==> config.mk <==
export PLATFORM = sky130hd
export DESIGN_NAME = heatmap_false_color
export DESIGN_NICKNAME = d
export VERILOG_FILES = /design/src/hfc_pkg.sv /design/src/hfc_alu.sv /design/src/hfc_ramp.sv /design/src/heatmap_false_color.sv
export SDC_FILE = /design/constraint.sdc
export NUM_CORES = 1
export LEC_CHECK = 0
export BUFFER_PORTS_ARGS = -buffer_cell sky130_fd_sc_hd__buf_2
export CELL_PAD_IN_SITES_DETAIL_PLACEMENT = 1
export CELL_PAD_IN_SITES_GLOBAL_PLACEMENT = 2
export CORE_ASPECT_RATIO = 0.5
export CORE_MARGIN = 3
export CORE_UTILIZATION = 40
export CTS_CLUSTER_DIAMETER = 100
export DETAILED_ROUTE_END_ITERATION = 10
export PLACE_DENSITY = 0.86
export SYNTH_ARGS = -nofsm -noshare
export SYNTH_HDL_FRONTEND = slang
export SYNTH_SLANG_ARGS = --single-unit
==> constraint.sdc <==
create_clock -name clk -period 9.8 [get_ports clk]
set_clock_uncertainty 0.15 [all_clocks]
set_input_delay 1.47 -clock clk [delete_from_list [all_inputs] [get_ports clk]]
set_output_delay 1.47 -clock clk [all_outputs]
set_load 0.005 [all_outputs]
==> src/hfc_pkg.sv <==
`timescale 1ns / 1ps

package hfc_pkg;

  // defaults for the top-level parameters
  localparam int SAMPLE_WIDTH_DEF = 32;
  // ramp length, a power of two
  localparam int RAMP_LEVELS_DEF  = 1024;

  // fixed field widths of the result
  localparam int COLOR_W     = 8;
  localparam int INDEX_OUT_W = 10;

  // request kinds
  typedef enum logic {
    OP_MEASURE  = 1'b0,
    OP_COLORIZE = 1'b1
  } op_t;

  // quarter of the ramp that an index falls in
  typedef enum logic [1:0] {
    SEG_BLUE_CYAN    = 2'd0,
    SEG_CYAN_GREEN   = 2'd1,
    SEG_GREEN_YELLOW = 2'd2,
    SEG_YELLOW_RED   = 2'd3
  } ramp_seg_t;

  // status of the shared subtractor
  typedef struct packed {
    logic neg;
    logic zero;
  } alu_flags_t;

endpackage

==> src/hfc_alu.sv <==
`timescale 1ns / 1ps

module hfc_alu import hfc_pkg::*; #(
  parameter int W = SAMPLE_WIDTH_DEF + 2
) (
  input  logic signed [W-1:0] a,
  input  logic signed [W-1:0] b,
  output logic signed [W-1:0] diff,
  output alu_flags_t          flags
);

  // one signed subtract serves every compare and every divide step
  assign diff       = a - b;
  assign flags.neg  = diff[W-1];
  assign flags.zero = (diff == '0);

endmodule

==> src/hfc_ramp.sv <==
`timescale 1ns / 1ps

module hfc_ramp import hfc_pkg::*; #(
  parameter int RAMP_LEVELS = RAMP_LEVELS_DEF
) (
  input  logic [$clog2(RAMP_LEVELS)-1:0] idx,
  output logic [COLOR_W-1:0]             red,
  output logic [COLOR_W-1:0]             green,
  output logic [COLOR_W-1:0]             blue
);

  localparam int IDX_W = $clog2(RAMP_LEVELS);

  ramp_seg_t          seg;
  logic [IDX_W-3:0]   pos;
  logic [IDX_W+5:0]   pos_scaled;
  logic [COLOR_W-1:0] v;

  // segment from the top two bits, position inside it scaled to 0..255
  assign seg        = ramp_seg_t'(idx[IDX_W-1 -: 2]);
  assign pos        = idx[IDX_W-3:0];
  assign pos_scaled = {pos, 8'b0} >> (IDX_W - 2);
  assign v          = pos_scaled[COLOR_W-1:0];

  // blue-cyan-green-yellow-red ramp
  always_comb begin
    case (seg)
      SEG_BLUE_CYAN: begin
        red = '0; green = v; blue = '1;
      end
      SEG_CYAN_GREEN: begin
        red = '0; green = '1; blue = ~v;
      end
      SEG_GREEN_YELLOW: begin
        red = v; green = '1; blue = '0;
      end
      default: begin
        red = '1; green = ~v; blue = '0;
      end
    endcase
  end

endmodule

==> src/heatmap_false_color.sv <==
`timescale 1ns / 1ps

// Min/max normalized false-color map. A measure request (op 0) folds its signed
// sample into the running frame minimum and maximum; new_frame on a measure
// request restarts tracking with that sample alone. A colorize request (op 1)
// returns color_index = floor(RAMP_LEVELS*(sample-min)/(max-min)), clamped to
// 0..RAMP_LEVELS-1 (0 for an empty or zero range, or a sample at or below the
// minimum), and the matching color on a blue-cyan-green-yellow-red ramp. Measure
// requests give no result. All compares and the restoring division run on one
// shared subtractor: a measure request holds the input through the min and max
// states (min alone with new_frame), a colorize request through the range,
// difference, check, divide and finish states, fewer when the index is settled
// by a compare. The result sits in an output register, so a finished result
// may wait while the next request is taken. RAMP_LEVELS must be a power of two.
module heatmap_false_color import hfc_pkg::*; #(
  parameter int SAMPLE_WIDTH = SAMPLE_WIDTH_DEF,
  parameter int RAMP_LEVELS  = RAMP_LEVELS_DEF
) (
  input  logic                           clk,
  input  logic                           rst_n,
  input  logic                           in_valid,
  output logic                           in_stall,
  input  logic                           in_op,
  input  logic signed [SAMPLE_WIDTH-1:0] in_sample,
  input  logic                           in_new_frame,
  output logic                           out_valid,
  input  logic                           out_stall,
  output logic [COLOR_W-1:0]             out_red,
  output logic [COLOR_W-1:0]             out_green,
  output logic [COLOR_W-1:0]             out_blue,
  output logic [INDEX_OUT_W-1:0]         out_color_index
);

  localparam int SW    = SAMPLE_WIDTH;
  localparam int AW    = SW + 2;
  localparam int IDX_W = $clog2(RAMP_LEVELS);
  localparam int CNT_W = $clog2(IDX_W);

  typedef enum logic [7:0] {
    S_IDLE  = 8'b0000_0001,
    S_MIN   = 8'b0000_0010,
    S_MAX   = 8'b0000_0100,
    S_RANGE = 8'b0000_1000,
    S_DIFF  = 8'b0001_0000,
    S_CHK   = 8'b0010_0000,
    S_DIV   = 8'b0100_0000,
    S_FIN   = 8'b1000_0000
  } state_t;

  state_t state_r, state_nxt;

  // captured request
  logic signed [SW-1:0] sample_r;
  logic                 nf_r;

  // frame tracking
  logic signed [SW-1:0] min_r, min_nxt;
  logic signed [SW-1:0] max_r, max_nxt;

  // divider registers
  logic [SW-1:0]    range_r, range_nxt;
  logic [SW-1:0]    rem_r, rem_nxt;
  logic [IDX_W-1:0] idx_r, idx_nxt;
  logic [CNT_W-1:0] cnt_r, cnt_nxt;

  // output register
  logic                   out_valid_r, out_valid_nxt;
  logic [COLOR_W-1:0]     red_r, green_r, blue_r;
  logic [INDEX_OUT_W-1:0] cidx_r;

  logic signed [AW-1:0] alu_a, alu_b, alu_diff;
  alu_flags_t           alu_flags;

  logic [COLOR_W-1:0]         ramp_red, ramp_green, ramp_blue;
  logic [IDX_W+INDEX_OUT_W-1:0] idx_ext;
  logic                       in_take, out_load;

  assign in_stall = (state_r != S_IDLE);
  assign in_take  = in_valid && !in_stall;
  assign out_load = (state_r == S_FIN) && (!out_valid_r || !out_stall);

  // operand select for the shared subtractor
  always_comb begin
    case (state_r)
      S_MIN: begin
        alu_a = AW'(sample_r); alu_b = AW'(min_r);
      end
      S_MAX: begin
        alu_a = AW'(max_r); alu_b = AW'(sample_r);
      end
      S_RANGE: begin
        alu_a = AW'(max_r); alu_b = AW'(min_r);
      end
      S_DIFF: begin
        alu_a = AW'(sample_r); alu_b = AW'(min_r);
      end
      S_CHK: begin
        alu_a = {2'b0, rem_r}; alu_b = {2'b0, range_r};
      end
      S_DIV: begin
        alu_a = {1'b0, rem_r, 1'b0}; alu_b = {2'b0, range_r};
      end
      default: begin
        alu_a = '0; alu_b = '0;
      end
    endcase
  end

  hfc_alu #(.W(AW)) u_alu (
    .a     (alu_a),
    .b     (alu_b),
    .diff  (alu_diff),
    .flags (alu_flags)
  );

  // sequencer
  always_comb begin
    state_nxt = state_r;
    min_nxt   = min_r;
    max_nxt   = max_r;
    range_nxt = range_r;
    rem_nxt   = rem_r;
    idx_nxt   = idx_r;
    cnt_nxt   = cnt_r;
    case (state_r)
      S_IDLE: begin
        if (in_take) begin
          state_nxt = (op_t'(in_op) == OP_MEASURE) ? S_MIN : S_RANGE;
        end
      end
      S_MIN: begin
        if (nf_r) begin
          min_nxt   = sample_r;
          max_nxt   = sample_r;
          state_nxt = S_IDLE;
        end else begin
          if (alu_flags.neg) min_nxt = sample_r;
          state_nxt = S_MAX;
        end
      end
      S_MAX: begin
        if (alu_flags.neg) max_nxt = sample_r;
        state_nxt = S_IDLE;
      end
      S_RANGE: begin
        range_nxt = alu_diff[SW-1:0];
        if (alu_flags.neg || alu_flags.zero) begin
          idx_nxt   = '0;
          state_nxt = S_FIN;
        end else begin
          state_nxt = S_DIFF;
        end
      end
      S_DIFF: begin
        rem_nxt = alu_diff[SW-1:0];
        if (alu_flags.neg || alu_flags.zero) begin
          idx_nxt   = '0;
          state_nxt = S_FIN;
        end else begin
          state_nxt = S_CHK;
        end
      end
      S_CHK: begin
        // sample at or past the maximum clamps to the top of the ramp
        if (!alu_flags.neg) begin
          idx_nxt   = '1;
          state_nxt = S_FIN;
        end else begin
          idx_nxt   = '0;
          cnt_nxt   = '0;
          state_nxt = S_DIV;
        end
      end
      S_DIV: begin
        // restoring step: one quotient bit per cycle
        if (!alu_flags.neg) begin
          rem_nxt = alu_diff[SW-1:0];
        end else begin
          rem_nxt = {rem_r[SW-2:0], 1'b0};
        end
        idx_nxt = {idx_r[IDX_W-2:0], !alu_flags.neg};
        cnt_nxt = cnt_r + 1'b1;
        if (cnt_r == CNT_W'(IDX_W - 1)) state_nxt = S_FIN;
      end
      S_FIN: begin
        if (out_load) state_nxt = S_IDLE;
      end
      default: begin
        state_nxt = S_IDLE;
      end
    endcase
  end

  hfc_ramp #(.RAMP_LEVELS(RAMP_LEVELS)) u_ramp (
    .idx   (idx_r),
    .red   (ramp_red),
    .green (ramp_green),
    .blue  (ramp_blue)
  );

  assign idx_ext = {{INDEX_OUT_W{1'b0}}, idx_r};

  // output handshake
  always_comb begin
    out_valid_nxt = out_valid_r;
    if (out_valid_r && !out_stall) out_valid_nxt = 1'b0;
    if (out_load) out_valid_nxt = 1'b1;
  end

  // control state
  always_ff @(posedge clk) begin
    if (!rst_n) begin
      state_r     <= S_IDLE;
      out_valid_r <= 1'b0;
      min_r       <= {1'b0, {(SW-1){1'b1}}};
      max_r       <= {1'b1, {(SW-1){1'b0}}};
    end else begin
      state_r     <= state_nxt;
      out_valid_r <= out_valid_nxt;
      min_r       <= min_nxt;
      max_r       <= max_nxt;
    end
  end

  // payload registers
  always_ff @(posedge clk) begin
    if (in_take) begin
      sample_r <= in_sample;
      nf_r     <= in_new_frame;
    end
    range_r <= range_nxt;
    rem_r   <= rem_nxt;
    idx_r   <= idx_nxt;
    cnt_r   <= cnt_nxt;
    if (out_load) begin
      red_r   <= ramp_red;
      green_r <= ramp_green;
      blue_r  <= ramp_blue;
      cidx_r  <= idx_ext[INDEX_OUT_W-1:0];
    end
  end

  assign out_valid       = out_valid_r;
  assign out_red         = red_r;
  assign out_green       = green_r;
  assign out_blue        = blue_r;
  assign out_color_index = cidx_r;

  // a new result only comes out of the finishing step
  a_result_from_fin: assert property (@(posedge clk) disable iff (!rst_n)
    $rose(out_valid_r) |-> $past(state_r == S_FIN))
    else $error("result raised outside the finishing step");

  // divider remainder stays below the range
  a_rem_below_range: assert property (@(posedge clk) disable iff (!rst_n)
    (state_r == S_DIV) |-> (rem_r < range_r))
    else $error("divider remainder not below range");

  // an accepted request always starts the sequencer
  a_take_starts: assert property (@(posedge clk) disable iff (!rst_n)
    in_take |=> (state_r != S_IDLE))
    else $error("accepted request did not start work");

  // ramp colors never carry red and blue together
  a_ramp_shape: assert property (@(posedge clk) disable iff (!rst_n)
    out_valid_r |-> (red_r == '0 || blue_r == '0))
    else $error("ramp color has both red and blue");

endmodule

After elaboration in Yosys (flattened, before gate mapping)

Cells that the tools add are included.

Bits in registers: 218
Input port bits: 38
Output and inout port bits: 36
Word-level logic and storage cells: 92

$add $sub $neg: 2
Eq/ne operators: 19
Mux-type cells: 27
Bitwise logic cells: 1
Reduce and logical (&&, ||, !) cells: 29

Operators by type and width:

| cell                                                   | number |
|---|---|
| case mux 34 bit (4 select lines)                       | 1 |
| 2-to-1 mux 32 bit                                      | 4 |
| case mux 32 bit (2 select lines)                       | 2 |
| case mux 34 bit (3 select lines)                       | 1 |
| case mux 8 bit (7 select lines)                        | 1 |
| 2-to-1 mux 8 bit                                       | 6 |
| case mux 8 bit (2 select lines)                        | 3 |
| logical NOT 34 bit                                     | 1 |
| subtractor 34 bit                                      | 1 |
| case mux 10 bit (3 select lines)                       | 1 |
| 2-to-1 mux 10 bit                                      | 2 |
| OR reduction 2 bit                                     | 6 |
| nonzero test 2 bit                                     | 5 |
| == test 8 x 1 -> 1 bit (second input constant)         | 1 |
| == test 8 x 2 -> 1 bit (second input constant)         | 1 |
| == test 8 x 3 -> 1 bit (second input constant)         | 1 |
| == test 8 x 4 -> 1 bit (second input constant)         | 1 |
| == test 8 x 5 -> 1 bit (second input constant)         | 1 |
| == test 8 x 6 -> 1 bit (second input constant)         | 1 |
| == test 8 x 7 -> 1 bit (second input constant)         | 1 |
| == test 8 bit (second input constant)                  | 1 |
| 2-to-1 mux 4 bit                                       | 2 |
| inequality test 2 bit (second input constant)          | 4 |
| inequality test 8 x 1 -> 1 bit (second input constant) | 1 |
| 17 further kinds                                       | 29 |

Depth between registers and ports, before layout

Depth after elaboration: 8
Gate-level depth with buffers: 22
Gate-level depth less buffers: 19

By module

A second synthesis with hierarchy kept.

Cells, all modules: 1086
Area, all modules: 11224.5 µm²

By module, submodules not included:

| module              | times used | cells each | area an instance (µm²) | seq. area each (µm²) |
|---|---|---|---|---|
| heatmap_false_color | 1          | 737        | 8872.3                 | 5815.6 |
| hfc_alu             | 1          | 296        | 1971.9                 | 0.0 |
| hfc_ramp            | 1          | 53         | 380.4                  | 0.0 |

Worst setup path after synthesis

OpenSTA, ideal clock, no wires.

Path type: reg2reg
Start: register state_r[7]
End: register idx_r[0], enable pin
Library setup time: 378 ps
Arrival time: 7047 ps
Required time: 9272 ps
Setup slack: 2225 ps
Stages on the path, launching flop included: 19
Buffers on the path: 2
Clock period less this slack: 7575 ps
Path through: dfxtp_1 -> or4_4 -> nor4_2 -> or2_2 -> clkbuf_1 -> clkbuf_1 -> a222oi_1 -> ha_1 -> fa_1 -> nand2b_1 -> a21oi_1 -> xor2_1 -> or4_1 -> or4_1 -> nor4b_2 -> o2111ai_1 -> nor4_1 -> a41oi_1 -> o21ai_1

Longest elaborated chain between the ends: 8
Elaborated cells on any way between the ends: 19
Those cells by class: add/sub: 1; eq/ne: 7; mux: 2; reduce/logical: 9

Ends and longest elaborated chain:

| item                                                                                 | line                                                   | source |
|---|---|---|
| from (decl)                                                                          | heatmap_false_color.sv:50                              | `state_t state_r, state_nxt;` |
| from (signal assigned)                                                               | heatmap_false_color.sv:218                             | `state_r <= state_nxt;` |
| == test 8 x 5 -> 1 bit (tied with other cells)                                       | heatmap_false_color.sv:84                              | `case (state_r)` |
| OR reduction 3 bit (no source line) or OR reduction 2 bit (tied branches)            | n/a                                                    |  |
| case mux 34 bit (3 select lines) or case mux 34 bit (4 select lines) (tied branches) | heatmap_false_color.sv:84                              |  |
| subtractor 34 bit *                                                                  | hfc_alu.sv:13                                          | `assign diff = a - b;` |
| via alu_diff[4]                                                                      | heatmap_false_color.sv:71                              | `logic signed [AW-1:0] alu_a, alu_b, alu_diff;` |
| logical NOT 34 bit *                                                                 | hfc_alu.sv:15                                          | `assign flags.zero = (diff == '0);` |
| logical OR 1 bit *                                                                   | heatmap_false_color.sv:147, heatmap_false_color.sv:156 |  |
| inequality test 2 x 1 -> 1 bit (no source line) *                                    | n/a                                                    |  |
| AND reduction 2 bit (no source line) *                                               | n/a                                                    |  |
| to (signal assigned)                                                                 | heatmap_false_color.sv:233                             | `idx_r <= idx_nxt;` |
| to (decl)                                                                            | heatmap_false_color.sv:63                              | `logic [IDX_W-1:0] idx_r, idx_nxt;` |

Mark *: on every way through the listed nets, which the timed path passes. The rest lies on a longest branch.
A chain may end at the register's enable or synchronous reset.

Final worst setup path

Start: register state_r[7]
End: register idx_r[2], enable pin

Same word-level chain as after synthesis.

==> results.py <==
metrics = {
    "clock_tree": {
        "clock_sinks": 218,
        "htreeDepth": 1,
        "path_clk_slew_ns": 0.06,
        "cts_hold_buf": 0,
        "post_cts_buffers": 0,
        "ctsResizeCount": 0,
        "cts_root_buffer": "clkbuf_16",
        "clockBufferDepth": 3,
        "clk_latency_ns": 0.53,
        "tritoncts": "built",
        "numCtsBuffers": 22,
    },
    "grt": {
        "grt_max_degree": 46,
        "overflow": 0,
        "grt_pass1_vias": 9778,
        "grt_pass1_wl_um": 55100,
        "antenna_found_initial": 0,
        "gr-usage-all-layers_pct": 22.4,
    },
    "pwr": {
        "p_switching_mw": 0.622,
        "p_seq_share_pct": 45.3,
        "p_per_area_nw_per_um2": 179,
        "sw_frac_of_total_pct": 27.0,
        "p_clk_share_pct": 38.1,
        "p_leak_nw": 5.22,
        "p_total_mw": 2.30,
        "internal-power_mw": 1.68,
        "p_comb_share_pct": 16.6,
        "ir_drop_v": 0.000104,
    },
    "placed_design": {
        "placed_area_um2": 12100,
        "place_inst": 1523,
        "hpwlAfterDp_um": 24300,
        "gp_congestion": 0.894,
        "portBuffers": 73,
    },
    "setup_path": {
        "critical_path_required_ns": 9.79,
        "cp-end-kind": "register",
        "arrival_ns": 7.33,
        "start_kind": "register",
        "critical_path_class": "register to register",
        "worstRegToRegCells": 16,
        "worstPathMaxFanout": 32,
    },
    "floorplan": {
        "io_pins": 74,
        "core-area_um2": 27900,
        "initial_utilization_pct": 41.0,
        "die_y_um": 126,
        "die-width_um": 245,
        "num_rows": 43,
        "dieArea_um2": 30800,
    },
    "drt": {
        "vias": 9360,
        "drc": 0,
        "dr.pass1.iters": 9,
        "vias_per_cell": 5.99,
        "drt_iter0_drc": 1005,
        "drt-total-wl_um": 34900,
        "postRouteAntennaNets": 0,
        "post_drt_wl_per_cell_um": 22.3,
    },
    "synthesis": {
        "synth_edf_count": 145,
        "ys_seq_elements": 218,
        "syn-num-nets": 1206,
        "synth-warning-count": 0,
        "async_reset_ff_share_pct": 0,
        "synthesis.area_per_instance_um2": 10.1,
        "synth_area_um2": 11400,
        "synth_flop_cell": "edfxtp_1",
        "ys_types": 80,
        "ys_seq_area_share_pct": 50.8,
        "syn_inst": 1128,
    },
    "hold_path": {
        "holdPathStages": 2,
        "hold_class": "register to register",
    },
    "timing": {
        "fin_crit_sh_pct": 74.9,
        "finalSetupTns_ns": 0,
        "finalHoldViolCount": 0,
        "setup_violations": 0,
        "max_freq_mhz": 136,
        "drv_slew": 0,
        "worst_pin_slew_ns": 1.23,
        "rsz0062_at_grt": "no",
        "min_period_ns": 7.34,
        "slew_headroom_pct": 18.0,
    },
    "final_layout": {
        "final_cell_mix": "233 x nand2_1, 145 x edfxtp_1, 81 x a21oi_1, 73 x buf_2, 73 x dfxtp_1",
        "area_delta_synth_final_pct": 12.3,
        "stdcell_count": 1563,
        "diodes": 0,
        "final_common_cell": "nand2_1",
        "drive_above_1_share_pct": 13.5,
        "layout.nets": 1243,
        "stdcell_area_um2": 12900,
    },
    "flow_run": {
        "maxCapViolations": 0,
    },
    "outcome": {
        "outcome": "complete, no violations",
    },
}
sequential cells by signal (all words and copies together), names as in the netlist:
name / cells
rem_r: 32
range_r: 32
min_r: 32
out_green: 8
out_valid: 1
cnt_r: 4
nf_r: 1
sample_r: 32
state_r: 8
out_blue: 8
out_color_index: 10
idx_r: 10
out_red: 8
max_r: 32
critical path, cell delays in order, from the launching register on:
cell       delay (ns)
dfxtp_1          0.34
or4_4            0.59
nor4_4           0.75
or2_2            0.79
a222oi_1         0.17
ha_1             0.31
fa_1             0.40
nand2b_1         0.20
a21oi_1          0.17
xor2_1           0.13
or4_1            0.52
or4_1            0.42
nor4b_2          0.34
o2111ai_1        0.20
nor4_1           0.47
a41oi_1          0.26
o21ai_1          0.72
power groups by stage:
stage               logic (mW)  clock network, mW  registers, mW
floorplan                0.264                  0           1.05
global placement         0.365                  0           1.06
detailed placement       0.376                  0           1.06
CTS                      0.381              0.891           1.04
global route             0.417              0.927           1.04
finish                   0.382              0.877           1.04
kinds of logic (layout without fill, tap and decap cells):
| family | count (synthesis) | count (layout) | synth area share (%) |
|---|---|---|---|
| adder cells (fa/ha/maj) | 40 | 40 | 4.44 |
| multiplexers | 32 | 32 | 3.12 |
| XOR/XNOR | 25 | 25 | 2.14 |
| AO/OA/AOI/OAI | 278 | 278 | 18.0 |
| flip-flops | 218 | 218 | 50.8 |
| buffers and inverters | 104 | 157 | 3.83 |
| AND/OR/NAND/NOR | 431 | 431 | 17.6 |
through the flow:
step	utilization (%)	hold WS, ns	worst slack (ns)
after global routing	46.0	0.332	2.06
after global placement	43.4	0.299	2.70
after floorplan	-	0.281	2.22
after CTS	46.0	0.309	2.51
final	46.0	0.306	2.46
after detailed placement	43.4	0.299	2.60
layer usage:
metal,GRT usage (%),wire length (µm),vias up
li1,-,-,4325
met1,29.3,15300,4717
met2,39.3,17100,268
met3,3.49,1830,50
met4,5.44,654,0
met5,0,0,-
cells in the mapped netlist, types with 11 or more instances:
master,n,share of area (%)
nand2_1,233,7.6
edfxtp_1,145,38
a21oi_1,82,3.6
dfxtp_1,73,13
a222oi_1,61,5.3
clkbuf_1,52,1.7
nor2_1,47,1.5
ha_1,39,4.3
nand3_1,39,1.7
a21o_1,35,2.3
inv_1,31,1.0
o21ai_0,23,1.0
mux2_1,19,1.9
nor3_1,19,0.83
buf_2,14,0.61
and3_1,13,0.71
a211oi_1,12,0.79
xnor2_1,12,0.92
xor2_1,11,0.84
path summary, 6_finish.rpt:
path                    from       end  slack (ns)
setup / recovery  state_r[7]  idx_r[2]        2.46
setup reg to reg  state_r[7]  idx_r[2]        2.46
hold reg to reg     max_r[3]  max_r[3]        0.31
hold / removal      max_r[3]  max_r[3]        0.31
area by class of cell:
class	count	area [µm²]
Tap cell	382	478
Multi-Input combinational cell	806	5240
Clock inverter	8	104
Inverter	32	120
Fill cell	3088	15100
Timing Repair Buffer	85	455
Sequential cell	218	5820
Clock buffer	32	639
Power figures use the tool's default switching activity.
